**src/design/cbu8_pkg.sv**
```systemverilog
package cbu8_pkg;

  localparam int FRAC_BITS  = 16;
  localparam int VAL_W      = 32;
  localparam int ACC_W      = 35;
  localparam int QW         = FRAC_BITS + 4;
  localparam int DW         = VAL_W + FRAC_BITS + 4;
  localparam int HI_W       = DW - QW;
  localparam int RES_W      = 20;
  localparam int OUT_DATA_W = 24;
  localparam int STEP_W     = $clog2(QW + 1);

  localparam logic [VAL_W-1:0] ONE_FX   = VAL_W'(64'd1 << FRAC_BITS);
  localparam logic [63:0]      CAP_FULL = 64'd8 << FRAC_BITS;
  localparam logic [RES_W-1:0] RES_CAP  =
    (CAP_FULL > 64'hFFFFF) ? {RES_W{1'b1}} : RES_W'(CAP_FULL);

  localparam logic [3:0] PH_MID = 4'd7;
  localparam logic [3:0] PH_FIN = 4'd11;

  typedef enum logic [2:0] {
    ST_IDLE,
    ST_MUL,
    ST_MWB,
    ST_SUM,
    ST_DIV_GO,
    ST_DIV_WAIT,
    ST_MARG,
    ST_OUT
  } state_t;

  typedef struct packed {
    logic             start;
    logic [HI_W-1:0]  hi;
    logic [QW-1:0]    lo;
    logic [ACC_W-1:0] divisor;
  } div_req_t;

  typedef struct packed {
    logic          done;
    logic [QW-1:0] quot;
  } div_rsp_t;

  // entry scaled by the k-th product of an item
  function automatic logic [2:0] scale_idx(input logic [3:0] ph, input logic [1:0] k);
    logic [2:0] r;
    r = 3'd0;
    case (ph) inside
      [4'd0:4'd1]:  r = {k[1], ph[0], k[0]};
      [4'd4:4'd7]:  r = {ph[0], k[0], ph[1]};
      [4'd8:4'd11]: r = {ph[1:0], k[0]};
      default:      r = 3'd0;
    endcase
    return r;
  endfunction

  function automatic logic [2:0] num_ops(input logic [3:0] ph);
    logic [2:0] r;
    r = 3'd0;
    case (ph) inside
      [4'd0:4'd1]:  r = 3'd4;
      [4'd4:4'd11]: r = 3'd2;
      default:      r = 3'd0;
    endcase
    return r;
  endfunction

  // entries summed into result j
  function automatic logic [7:0] marg_mask(input logic fin, input logic [2:0] j);
    logic [7:0] r;
    r = 8'h00;
    case ({fin, j})
      4'b0000: r = 8'b0000_0011;
      4'b0001: r = 8'b0000_1100;
      4'b0010: r = 8'b0011_0000;
      4'b0011: r = 8'b1100_0000;
      4'b1000: r = 8'b0000_0101;
      4'b1001: r = 8'b0000_1010;
      4'b1010: r = 8'b0101_0000;
      4'b1011: r = 8'b1010_0000;
      4'b1100: r = 8'b0011_0011;
      4'b1101: r = 8'b1100_1100;
      default: r = 8'h00;
    endcase
    return r;
  endfunction

endpackage

```
**src/design/clique_belief_update_8.sv**
```systemverilog
// items 2 and 3 only advance the phase; other items multiply once per product
//   (4 products for items 0-1, 2 for items 4-11) through one shared multiplier
// items 7 and 11 then sum the 8 entries, divide each by the sum (radix-2 division,
//   skipped when the sum is zero) and sum each result before waiting on the output
// one item at a time; after items 7 and 11, the next waits for the last result
// reset: synchronous active-low; potential returns to all ones, phase to zero
module clique_belief_update_8 import cbu8_pkg::*; (
  input  logic                  clk,
  input  logic                  rst_n,
  input  logic                  in_tvalid,
  output logic                  in_tready,
  input  logic [VAL_W-1:0]      in_tdata,   // value
  output logic                  out_tvalid,
  input  logic                  out_tready,
  output logic [OUT_DATA_W-1:0] out_tdata,  // value_res, zero pad
  output logic                  out_tuser,  // port
  output logic                  out_tlast   // last
);

  state_t           state_r, state_nxt;
  logic [3:0]       phase_r, phase_nxt;
  logic [1:0]       k_r, k_nxt;
  logic [2:0]       cnt_r, cnt_nxt;
  logic [2:0]       j_r, j_nxt;
  logic [ACC_W-1:0] acc_r, acc_nxt;
  logic [ACC_W-1:0] sum_r, sum_nxt;
  logic [VAL_W-1:0] m_r, m_nxt;
  logic [RES_W-1:0] res_r, res_nxt;
  logic             port_r, port_nxt;
  logic             last_r, last_nxt;
  logic [VAL_W-1:0] pot_r [8];

  logic             pot_we;
  logic             pot_ones;
  logic [2:0]       pot_waddr;
  logic [VAL_W-1:0] pot_wdata;
  logic [2:0]       rd_idx;
  logic [VAL_W-1:0] pot_rd;
  logic [2:0]       nops;
  logic [2:0]       sidx;
  logic [7:0]       mask;
  logic             fin;
  logic [VAL_W-1:0] addend;
  logic [ACC_W-1:0] acc_add;
  logic [RES_W-1:0] capped;
  logic [DW-1:0]    dvd;
  logic             mul_en;
  logic [VAL_W-1:0] mul_res;
  logic             div_start;
  div_req_t         div_req;
  div_rsp_t         div_rsp;

  cbu8_mul u_mul (
    .clk (clk),
    .en  (mul_en),
    .a   (pot_rd),
    .b   (m_r),
    .res (mul_res)
  );

  cbu8_div u_div (
    .clk   (clk),
    .rst_n (rst_n),
    .req   (div_req),
    .rsp   (div_rsp)
  );

  always_comb begin
    fin     = (phase_r == PH_FIN);
    nops    = num_ops(phase_r);
    sidx    = scale_idx(phase_r, k_r);
    mask    = marg_mask(fin, j_r);
    rd_idx  = (state_r == ST_MUL) ? sidx : cnt_r;
    pot_rd  = pot_r[rd_idx];
    addend  = (state_r == ST_SUM || mask[cnt_r]) ? pot_rd : '0;
    acc_add = acc_r + ACC_W'(addend);
    capped  = (acc_add > ACC_W'(RES_CAP)) ? RES_CAP : acc_add[RES_W-1:0];
    dvd     = (DW'(pot_rd) << (FRAC_BITS + 3)) + DW'(sum_r >> 1);
    div_req.start   = div_start;
    div_req.hi      = dvd[DW-1:QW];
    div_req.lo      = dvd[QW-1:0];
    div_req.divisor = sum_r;
  end

  always_comb begin
    state_nxt     = state_r;
    phase_nxt     = phase_r;
    k_nxt         = k_r;
    cnt_nxt       = cnt_r;
    j_nxt         = j_r;
    acc_nxt       = acc_r;
    sum_nxt       = sum_r;
    m_nxt         = m_r;
    res_nxt       = res_r;
    port_nxt      = port_r;
    last_nxt      = last_r;
    pot_we        = 1'b0;
    pot_ones      = 1'b0;
    pot_waddr     = cnt_r;
    pot_wdata     = mul_res;
    mul_en        = 1'b0;
    div_start     = 1'b0;
    in_tready     = 1'b0;
    unique case (state_r)
      ST_IDLE: begin
        in_tready = 1'b1;
        if (in_tvalid) begin
          m_nxt = in_tdata;
          k_nxt = 2'd0;
          if (nops != 3'd0) begin
            state_nxt = ST_MUL;
          end else begin
            phase_nxt = phase_r + 4'd1;
          end
        end
      end
      ST_MUL: begin
        mul_en    = 1'b1;
        state_nxt = ST_MWB;
      end
      ST_MWB: begin
        pot_we    = 1'b1;
        pot_waddr = sidx;
        pot_wdata = mul_res;
        if ({1'b0, k_r} == nops - 3'd1) begin
          if (phase_r == PH_MID || fin) begin
            acc_nxt   = '0;
            cnt_nxt   = 3'd0;
            state_nxt = ST_SUM;
          end else begin
            phase_nxt = phase_r + 4'd1;
            state_nxt = ST_IDLE;
          end
        end else begin
          k_nxt     = k_r + 2'd1;
          state_nxt = ST_MUL;
        end
      end
      ST_SUM: begin
        acc_nxt = acc_add;
        cnt_nxt = cnt_r + 3'd1;
        if (cnt_r == 3'd7) begin
          sum_nxt = acc_add;
          if (acc_add == '0) begin
            pot_ones  = 1'b1;
            acc_nxt   = '0;
            j_nxt     = 3'd0;
            state_nxt = ST_MARG;
          end else begin
            state_nxt = ST_DIV_GO;
          end
        end
      end
      ST_DIV_GO: begin
        div_start = 1'b1;
        state_nxt = ST_DIV_WAIT;
      end
      ST_DIV_WAIT: begin
        if (div_rsp.done) begin
          pot_we    = 1'b1;
          pot_waddr = cnt_r;
          pot_wdata = VAL_W'(div_rsp.quot);
          cnt_nxt   = cnt_r + 3'd1;
          if (cnt_r == 3'd7) begin
            acc_nxt   = '0;
            j_nxt     = 3'd0;
            state_nxt = ST_MARG;
          end else begin
            state_nxt = ST_DIV_GO;
          end
        end
      end
      ST_MARG: begin
        acc_nxt = acc_add;
        cnt_nxt = cnt_r + 3'd1;
        if (cnt_r == 3'd7) begin
          res_nxt   = capped;
          port_nxt  = fin && !j_r[2];
          last_nxt  = fin ? (j_r == 3'd7) : (j_r == 3'd3);
          state_nxt = ST_OUT;
        end
      end
      ST_OUT: begin
        if (out_tready) begin
          if (last_r) begin
            if (fin) begin
              pot_ones  = 1'b1;
              phase_nxt = 4'd0;
            end else begin
              phase_nxt = phase_r + 4'd1;
            end
            state_nxt = ST_IDLE;
          end else begin
            j_nxt     = j_r + 3'd1;
            acc_nxt   = '0;
            cnt_nxt   = 3'd0;
            state_nxt = ST_MARG;
          end
        end
      end
      default: state_nxt = ST_IDLE;
    endcase
  end

  always_ff @(posedge clk) begin
    if (!rst_n) begin
      state_r <= ST_IDLE;
      phase_r <= 4'd0;
      k_r     <= 2'd0;
      cnt_r   <= 3'd0;
      j_r     <= 3'd0;
    end else begin
      state_r <= state_nxt;
      phase_r <= phase_nxt;
      k_r     <= k_nxt;
      cnt_r   <= cnt_nxt;
      j_r     <= j_nxt;
    end
  end

  always_ff @(posedge clk) begin
    acc_r  <= acc_nxt;
    sum_r  <= sum_nxt;
    m_r    <= m_nxt;
    res_r  <= res_nxt;
    port_r <= port_nxt;
    last_r <= last_nxt;
  end

  always_ff @(posedge clk) begin
    if (!rst_n || pot_ones) begin
      for (int i = 0; i < 8; i++) begin
        pot_r[i] <= ONE_FX;
      end
    end else if (pot_we) begin
      pot_r[pot_waddr] <= pot_wdata;
    end
  end

  assign out_tvalid = (state_r == ST_OUT);
  assign out_tdata  = {{(OUT_DATA_W-RES_W){1'b0}}, res_r};
  assign out_tuser  = port_r;
  assign out_tlast  = last_r;

  a_no_overlap: assert property (@(posedge clk) disable iff (!rst_n)
    !(in_tready && out_tvalid))
    else $error("input taken while a result is pending");

  a_phase_range: assert property (@(posedge clk) disable iff (!rst_n)
    phase_r < 4'd12)
    else $error("phase out of range");

  a_div_done: assert property (@(posedge clk) disable iff (!rst_n)
    div_rsp.done |-> state_r == ST_DIV_WAIT)
    else $error("divider finished outside of wait state");

  a_port1_not_last: assert property (@(posedge clk) disable iff (!rst_n)
    out_tvalid && out_tuser |-> !out_tlast)
    else $error("port 1 word marked last");

endmodule

```
**src/design/cbu8_mul.sv**
```systemverilog
module cbu8_mul import cbu8_pkg::*; (
  input  logic             clk,
  input  logic             en,
  input  logic [VAL_W-1:0] a,
  input  logic [VAL_W-1:0] b,
  output logic [VAL_W-1:0] res
);

  logic [2*VAL_W-1:0] prod_r;
  logic [2*VAL_W:0]   rnd;
  logic [2*VAL_W:0]   shd;

  always_ff @(posedge clk) begin
    if (en) begin
      prod_r <= a * b;
    end
  end

  // round half up, then saturate
  always_comb begin
    rnd = {1'b0, prod_r} + ((2*VAL_W+1)'(1) << (FRAC_BITS - 1));
    shd = rnd >> FRAC_BITS;
    res = (|shd[2*VAL_W:VAL_W]) ? {VAL_W{1'b1}} : shd[VAL_W-1:0];
  end

endmodule

```
**src/design/cbu8_div.sv**
```systemverilog
module cbu8_div import cbu8_pkg::*; (
  input  logic     clk,
  input  logic     rst_n,
  input  div_req_t req,
  output div_rsp_t rsp
);

  logic              busy_r, busy_nxt;
  logic              done_r, done_nxt;
  logic [STEP_W-1:0] step_r, step_nxt;
  logic [ACC_W-1:0]  rem_r, rem_nxt;
  logic [ACC_W-1:0]  dvs_r, dvs_nxt;
  logic [QW-1:0]     lo_r, lo_nxt;
  logic [QW-1:0]     q_r, q_nxt;
  logic [ACC_W:0]    rem_sh;
  logic [ACC_W:0]    rem_sub;
  logic              ge;

  always_comb begin
    rem_sh   = {rem_r, lo_r[QW-1]};
    ge       = rem_sh >= {1'b0, dvs_r};
    rem_sub  = rem_sh - {1'b0, dvs_r};
    busy_nxt = busy_r;
    done_nxt = 1'b0;
    step_nxt = step_r;
    rem_nxt  = rem_r;
    dvs_nxt  = dvs_r;
    lo_nxt   = lo_r;
    q_nxt    = q_r;
    if (req.start) begin
      busy_nxt = 1'b1;
      step_nxt = STEP_W'(QW);
      rem_nxt  = ACC_W'(req.hi);
      dvs_nxt  = req.divisor;
      lo_nxt   = req.lo;
      q_nxt    = '0;
    end else if (busy_r) begin
      rem_nxt  = ge ? rem_sub[ACC_W-1:0] : rem_sh[ACC_W-1:0];
      q_nxt    = {q_r[QW-2:0], ge};
      lo_nxt   = lo_r << 1;
      step_nxt = step_r - STEP_W'(1);
      if (step_r == STEP_W'(1)) begin
        busy_nxt = 1'b0;
        done_nxt = 1'b1;
      end
    end
  end

  always_ff @(posedge clk) begin
    if (!rst_n) begin
      busy_r <= 1'b0;
      done_r <= 1'b0;
      step_r <= '0;
    end else begin
      busy_r <= busy_nxt;
      done_r <= done_nxt;
      step_r <= step_nxt;
    end
  end

  always_ff @(posedge clk) begin
    rem_r <= rem_nxt;
    dvs_r <= dvs_nxt;
    lo_r  <= lo_nxt;
    q_r   <= q_nxt;
  end

  assign rsp.done = done_r;
  assign rsp.quot = q_r;

endmodule
```
**config.mk**
```make
export PLATFORM = sky130hd
export DESIGN_NAME = clique_belief_update_8
export DESIGN_NICKNAME = d
export VERILOG_FILES = /design/src/design/cbu8_pkg.sv /design/src/design/clique_belief_update_8.sv /design/src/design/cbu8_mul.sv /design/src/design/cbu8_div.sv
export SDC_FILE = /design/constraint.sdc
export NUM_CORES = 2
export LEC_CHECK = 0
export BUFFER_PORTS_ARGS = -buffer_cell sky130_fd_sc_hd__buf_4
export CAP_MARGIN = 25
export CORE_MARGIN = 4
export CORE_UTILIZATION = 36
export CTS_BUF_LIST = sky130_fd_sc_hd__clkbuf_8
export DETAILED_ROUTE_END_ITERATION = 8
export GPL_TIMING_DRIVEN = 0
export PLACE_DENSITY_LB_ADDON = 0.25
export SLEW_MARGIN = 10
export SYNTH_ARGS = -nofsm -noshare
export SYNTH_HDL_FRONTEND = slang
export SYNTH_SLANG_ARGS = --single-unit
```
**constraint.sdc**
```tcl
create_clock -name clk -period 13.1 [get_ports clk]
set_input_delay 0 -clock clk [delete_from_list [all_inputs] [get_ports clk]]
set_output_delay 0 -clock clk [all_outputs]
set_load 0.02 [all_outputs]
```
## Word level (Yosys, flattened, before mapping)

Memory sizes are Yosys's and may differ from the RTL's.
Cells that the tools add are included.

- Register bits: 320
- Memories kept: 2
- Word-level logic and storage cells: 196
- Memory bits (writable): 256
- Input port bits: 36
- Bits in read-only memories: 128

- $mul: 1
- Reductions and logical operators: 33
- Mux-type cells: 89
- Eq/ne operators: 29
- Order comparisons: 9
- Add/subtract/negate cells: 10
- Bitwise operators: 2

Memories:

| memory | words | width | rd ports | clocked after memory_dff | write ports | line | text |
|---|---|---|---|---|---|---|---|
| pot_r | 8 | 32 | 1 | 0 | 8 | clique_belief_update_8.sv:31 | `logic [VAL_W-1:0] pot_r [8];` |
| (no name shown) | 16 | 8 | 1 | 0 | 0 | cbu8_pkg.sv:72 | `case ({fin, j})` |

Operator list:

| operator | number |
|---|---|
| two-way mux 35 bit | 9 |
| two-way mux 32 bit | 7 |
| case mux 35 bit (5 select lines) | 1 |
| two-way mux 3 bit | 26 |
| adder 64 x 16 -> 65 bit (second input constant) | 1 |
| multiplier 32 x 32 -> 64 bit | 1 |
| adder 51 x 34 -> 52 bit | 1 |
| two-way mux 20 bit | 2 |
| >= comparator 36 x 35 -> 1 bit | 1 |
| adder 35 x 32 -> 35 bit | 1 |
| > comparator 35 x 20 -> 1 bit (second input constant) | 1 |
| zero test 35 bit | 1 |
| subtractor 35 bit | 1 |
| OR reduction 32 bit | 1 |
| two-way mux 4 bit | 7 |
| case mux 3 bit (8 select lines) | 1 |
| two-way mux 1 bit | 21 |
| AND reduction 7 bit | 3 |
| inequality test 2 bit (second input constant) | 10 |
| == test 3 bit (second input constant) | 6 |
| OR reduction 17 bit | 1 |
| two-way mux 2 bit | 6 |
| case mux 3 bit (4 select lines) | 1 |
| case mux 4 bit (3 select lines) | 1 |
| other kinds (38) | 62 |

## Logic depth before layout (Yosys ltp)

An unclocked memory read counts as a cell.

- Depth after elaboration: 18
- Gate-level depth with buffers: 46
- Gate-level depth less buffers: 38

## Hierarchy

From an unflattened synthesis, not the netlist that was laid out.

- Cells, all modules: 6421
- Area, all modules: 63562.2 µm²

By module, submodules not included:

| module | seq. area each (µm²) | cells each | times used | area an instance (µm²) |
|---|---|---|---|---|
| cbu8_mul | 1471.4 | 3986 | 1 | 36165.9 |
| clique_belief_update_8 | 11711.2 | 1777 | 1 | 20711.1 |
| cbu8_div | 3213.1 | 658 | 1 | 6685.2 |

## Worst setup path after synthesis

No wires, ideal clock.

- Path type: register to register
- Start point: register state_r[2]
- End point: register u_mul.prod_r[62] (data pin)
- Period minus slack after synthesis: 11479 ps
- Cell stages (with the launch flop): 39
- Path slack: 1621 ps
- Setup time: 269 ps
- Arrival: 11210 ps
- Required time: 12831 ps
- Cell sequence: dfxtp_1 > buf_2 > nor3b_4 > o21ai_0 > o21ai_1 > buf_4 > buf_2 > buf_2 > buf_1 > buf_1 > o211ai_1 > o31ai_1 > clkbuf_1 > and2_1 > fa_1 > fa_1 > inv_1 > fa_1 > [... 3 more ...] > fa_1 > fa_1 > inv_1 > fa_1 > inv_1 > ha_1 > clkbuf_1 > and4_1 > a21oi_1 > o221ai_1 > a221o_1 > nand2_1 > o2111ai_1 > o2111a_1 > or3_1 > a221oi_1 > o31ai_1 > xor2_1

- Longest elaborated chain between the ends: 4

RTL lines:

| item | line | text |
|---|---|---|
| start, declared | clique_belief_update_8.sv:20 | `state_t state_r, state_nxt;` |
| start signal, assigned | clique_belief_update_8.sv:213 | `state_r <= state_nxt;` |
| == test 3 x 1 -> 1 bit | clique_belief_update_8.sv:73 | `rd_idx = (state_r == ST_MUL) ? sidx : cnt_r;` |
| two-way mux 3 bit | clique_belief_update_8.sv:73 |  |
| memory (8 x 32 bit) | n/a |  |
| multiplier 32 x 32 -> 64 bit | cbu8_mul.sv:15 | `prod_r <= a * b;` |
| end signal, assigned | cbu8_mul.sv:15 |  |
| end, declared | cbu8_mul.sv:9 | `logic [2*VAL_W-1:0] prod_r;` |

Every way passes these cells.
A chain may end at the register's enable or synchronous reset.

## Worst setup path after layout

- Start point: register phase_r[0]
- End point: register u_mul.prod_r[58] (data pin)

- Longest elaborated chain between the ends: 8
- Elaborated cells on any way between the ends: 15
- Those cells by class: mul (1); order compare (6); mux (4); reduce/logical (3); memory (1)

RTL lines:

| item | line | text |
|---|---|---|
| start, declared | clique_belief_update_8.sv:21 | `logic [3:0] phase_r, phase_nxt;` |
| start signal, assigned | clique_belief_update_8.sv:214 | `phase_r <= phase_nxt;` |
| >= comparator 4 bit (not written as such) or <= comparator 4 bit (tied branches) | clique_belief_update_8.sv:71 | `sidx = scale_idx(phase_r, k_r);` |
| logical AND 1 bit (not written as such) | clique_belief_update_8.sv:71 |  |
| two-way mux 3 bit (2 in series) | cbu8_pkg.sv:48 | `case (ph) inside` |
| two-way mux 3 bit (*) | cbu8_pkg.sv:48 |  |
| two-way mux 3 bit (*) | clique_belief_update_8.sv:73 |  |
| memory (8 x 32 bit) (*) | n/a |  |
| multiplier 32 x 32 -> 64 bit (*) | cbu8_mul.sv:15 |  |

Mark *: on every way between the ends. The rest lies on a longest branch, timed or not.

==> run_results.csv <==
group,metric,value,unit
critical_path,startpoint_type,"register",
critical_path,crit_top_cell,"fa_1",
critical_path,crit_slowest_cell,"fa_1",
synth,synth_area_leaders,"fa_1 (29%), edfxtp_1 (25%), ha_1 (7.2%), and2_1 (6.2%), inv_1 (6.1%)",
timing,max_slew_margin,17.8,%
synth,yosys.area.top_type,"fa_1",
synth,synthArstFlopShare,0,%
critical_path,crit_path_max_incr_delay,0.62,ns
cts,cts_tree,"built",
routing,avgViaCountPerCell,5.30,
finish,final_cell_area,70000,um2
critical_path,crit_buf_inv,11,
routing,first_pass_iters,6,
timing,tns,0,ns
critical_path,critPathKind,"reg -> reg",
global_routing,grt_remaining_overflow,0,
finish,nets,8051,
global_routing,antenna_found_initial,29,
timing,final.period_utilization,97.7,%
global_routing,grt_start_max_net_pins,53,
global_routing,top_usage_layer,"met2",
floorplan,initial_core_util,36.3,%
finish,fillers,17063,
floorplan,rows,152,
timing,fin_crit,12.80,ns
finish,register_area,16400,um2
timing,skew,0.0680,ns
placed_design,dp_hpwl,186000,um
critical_path,cp.arrival,13.34,ns
synth,ys.flop_type,"edfxtp_1",
critical_path,critPathTopFamily,"adder cells",
floorplan,dieArea,180000,um2
hold_path,worstHoldStart,"in_tvalid",
global_routing,grt_util_met1,35.1,%
global_routing,use_met2,39.9,%
timing,hold_slack,0.208,ns
floorplan,die_h,425,um
routing,drc,0,
cts,cts_sinks,561,
finish,utilization,40.7,%
synth,synth_top_area_share,28.7,%
floorplan,core,172000,um2
routing,drtIter0Drc,5048,
synth,synth-edff-count,516,
finish,multiInputGateArea,41300,um2
placed_design,portBuffers,58,
flow_run,maxCapViolCount,0,
global_routing,grt_pass1_vias,48992,
cts,clk_path_buf_depth,3,
cts,numCtsBuffers,99,
routing,wl,234000,um
routing,via_count,48544,
cts,clk_latency,0.84,ns
critical_path,startpoint,"phase_r[0]$_SDFFE_PN0P_",
finish,drive_gt1_share,6.39,%
global_routing,grt_usage,25.8,%
critical_path,path_max_fanout,11,
synth,ys_types,87,
cts,h-tree-depth,3,
critical_path,r2r_start,"phase_r[0]$_SDFFE_PN0P_",
run_status,status,"completed",
routing,wire_per_inst,25.5,um
synth,netlist_instances,6465,
critical_path,cp.required,13.63,ns
finish,syn2layout_area_growth,12.0,%
timing,setup_viol,0,
placed_design,gp_congestion,0.998,
global_routing,grt_pass1_wl,339000,um
synth,synth-seq-cells,561,
routing,antenna_left,0,
cts,clock-root-buffer,"clkbuf_8",
timing,hold_violations,0,
timing,fmax,78.1,MHz
synth,syn_area,62500,um2
placed_design,placed_area,67200,um2
cts,clkTransAtPathRegs,0.06,ns
synth,avgSynthCellArea,9.67,um2
floorplan,ios,64,
synth,ys_warn_count,0,
critical_path,endpoint_kind,"register",
floorplan,die_x,425,um
timing,tightest_slew,1.23,ns
hold_path,hp-class,"in -> reg",
synth,synth.yosys.seq_area_share,26.2,%
timing,maxSlewViolCount,0,
global_routing,met3_usage,5.01,%
[placed cells by master, fill, tap and decap left out, drive strengths merged, types with 8 or more instances in the layout]
cell	n
nand3b	9
clkinv	39
nor2	453
nor3	39
xnor2	107
o21ai	146
nor4	9
inv	1043
fa	898
nand4	48
ha	361
a31o	8
and3	50
dlygate4sd3	67
edfxtp	516
diode	16
or3	16
nand2	847
nand3	90
a311oi	8
nand2b	36
o211ai	32
clkbuf	402
a211oi	48
a21oi	195
o31ai	23
o21bai	30
o21a	31
a31oi	39
mux2i	66
and2	628
and4	9
a21o	97
dfxtp	45
nor2b	31
xor2	54
buf	180
o22ai	22
[flip-flops by register name, summed over array words and instances, names as in the netlist, 2 cells and up]
name	cells
u_div.dvs_r	35
pot_r	256
k_r	2
res_r	20
u_div.q_r	20
phase_r	4
cnt_r	3
u_div.step_r	5
u_div.lo_r	20
sum_r	35
u_div.rem_r	35
m_r	32
u_mul.prod_r	49
acc_r	35
j_r	3
state_r	3
[cell type report]
type | count | share of cell area (%)
flip-flops and latches | 561 | 23.4
well taps | 2310 | 4.13
inverters | 1014 | 5.43
clock inverters | 78 | 0.815
multi-input cells | 4534 | 58.9
clock buffers | 103 | 2.02
repair buffers | 192 | 3.08
diodes | 16 | 0.0572
plain buffers | 354 | 2.14
[through the flow]
stage / setup WS [ns] / std cells
final: 0.299 / 9162
after global routing: -0.0251 / 9151
after CTS: 0.0125 / 9139
after detailed placement: -1.46 / 8894
after global placement: -4.23 / 8836
after floorplan: 1.62 / 6468
[repair_timing]
item	CTS	global route
gates resized for setup	32	41
cloned	0	0
setup buffers	0	2
endpoints found under the setup margin	29	13
pin swaps	1	2
endpoints found under the hold margin	83	0
hold buffers	67	0
[worst reg2reg max path: cells and delay by family, from the launching register on]
family / cells / cell delay (ns)
muxes: 1 / 0.60
DFF: 1 / 0.45
buffers and inverters: 11 / 2.62
AOI/OAI and AO/OA: 11 / 3.00
xor gates and xnor gates: 1 / 0.16
and+or+nand+nor: 4 / 1.06
adders and majority gates: 10 / 4.64
[routing by layer]
metal / routed length (um) / part of all wire (%)
met5: 205 / 0.088
met4: 12900 / 5.5
met3: 20000 / 8.5
met2: 104000 / 44
met1: 97000 / 41
[final timing paths]
kind                                 to  slack [ns]  depth (start not counted)
max          u_mul.prod_r[58]$_DFFE_PN_        0.30                         38
min reg2reg   u_div.dvs_r[11]$_DFFE_PP_        0.45                          0
max reg2reg  u_mul.prod_r[58]$_DFFE_PN_        0.30                         38
min                   m_r[30]$_DFFE_PP_        0.21                          3
[kinds of logic after synthesis]
family	count (synthesis)	synth area share (%)
fa+ha+maj	1259	36.0
mux	74	1.22
simple gates	2291	17.6
flops	561	26.2
buf+inv	1373	8.41
compound gates	745	8.29
other cells	1	0.00600
xor+xnor	161	2.25
[cell usage after synthesis (66+ instances only)]
library cell,n
inv_1,1014
fa_1,898
nand2_1,847
and2_1,622
edfxtp_1,516
nor2_1,452
ha_1,361
clkbuf_1,300
a21oi_1,195
o21ai_0,124
xnor2_1,107
a21o_1,97
nand3_1,89
mux2i_1,66
Power is not shown: default switching activity piles up to over one toggle a cycle in this logic, so the estimate is an artifact.
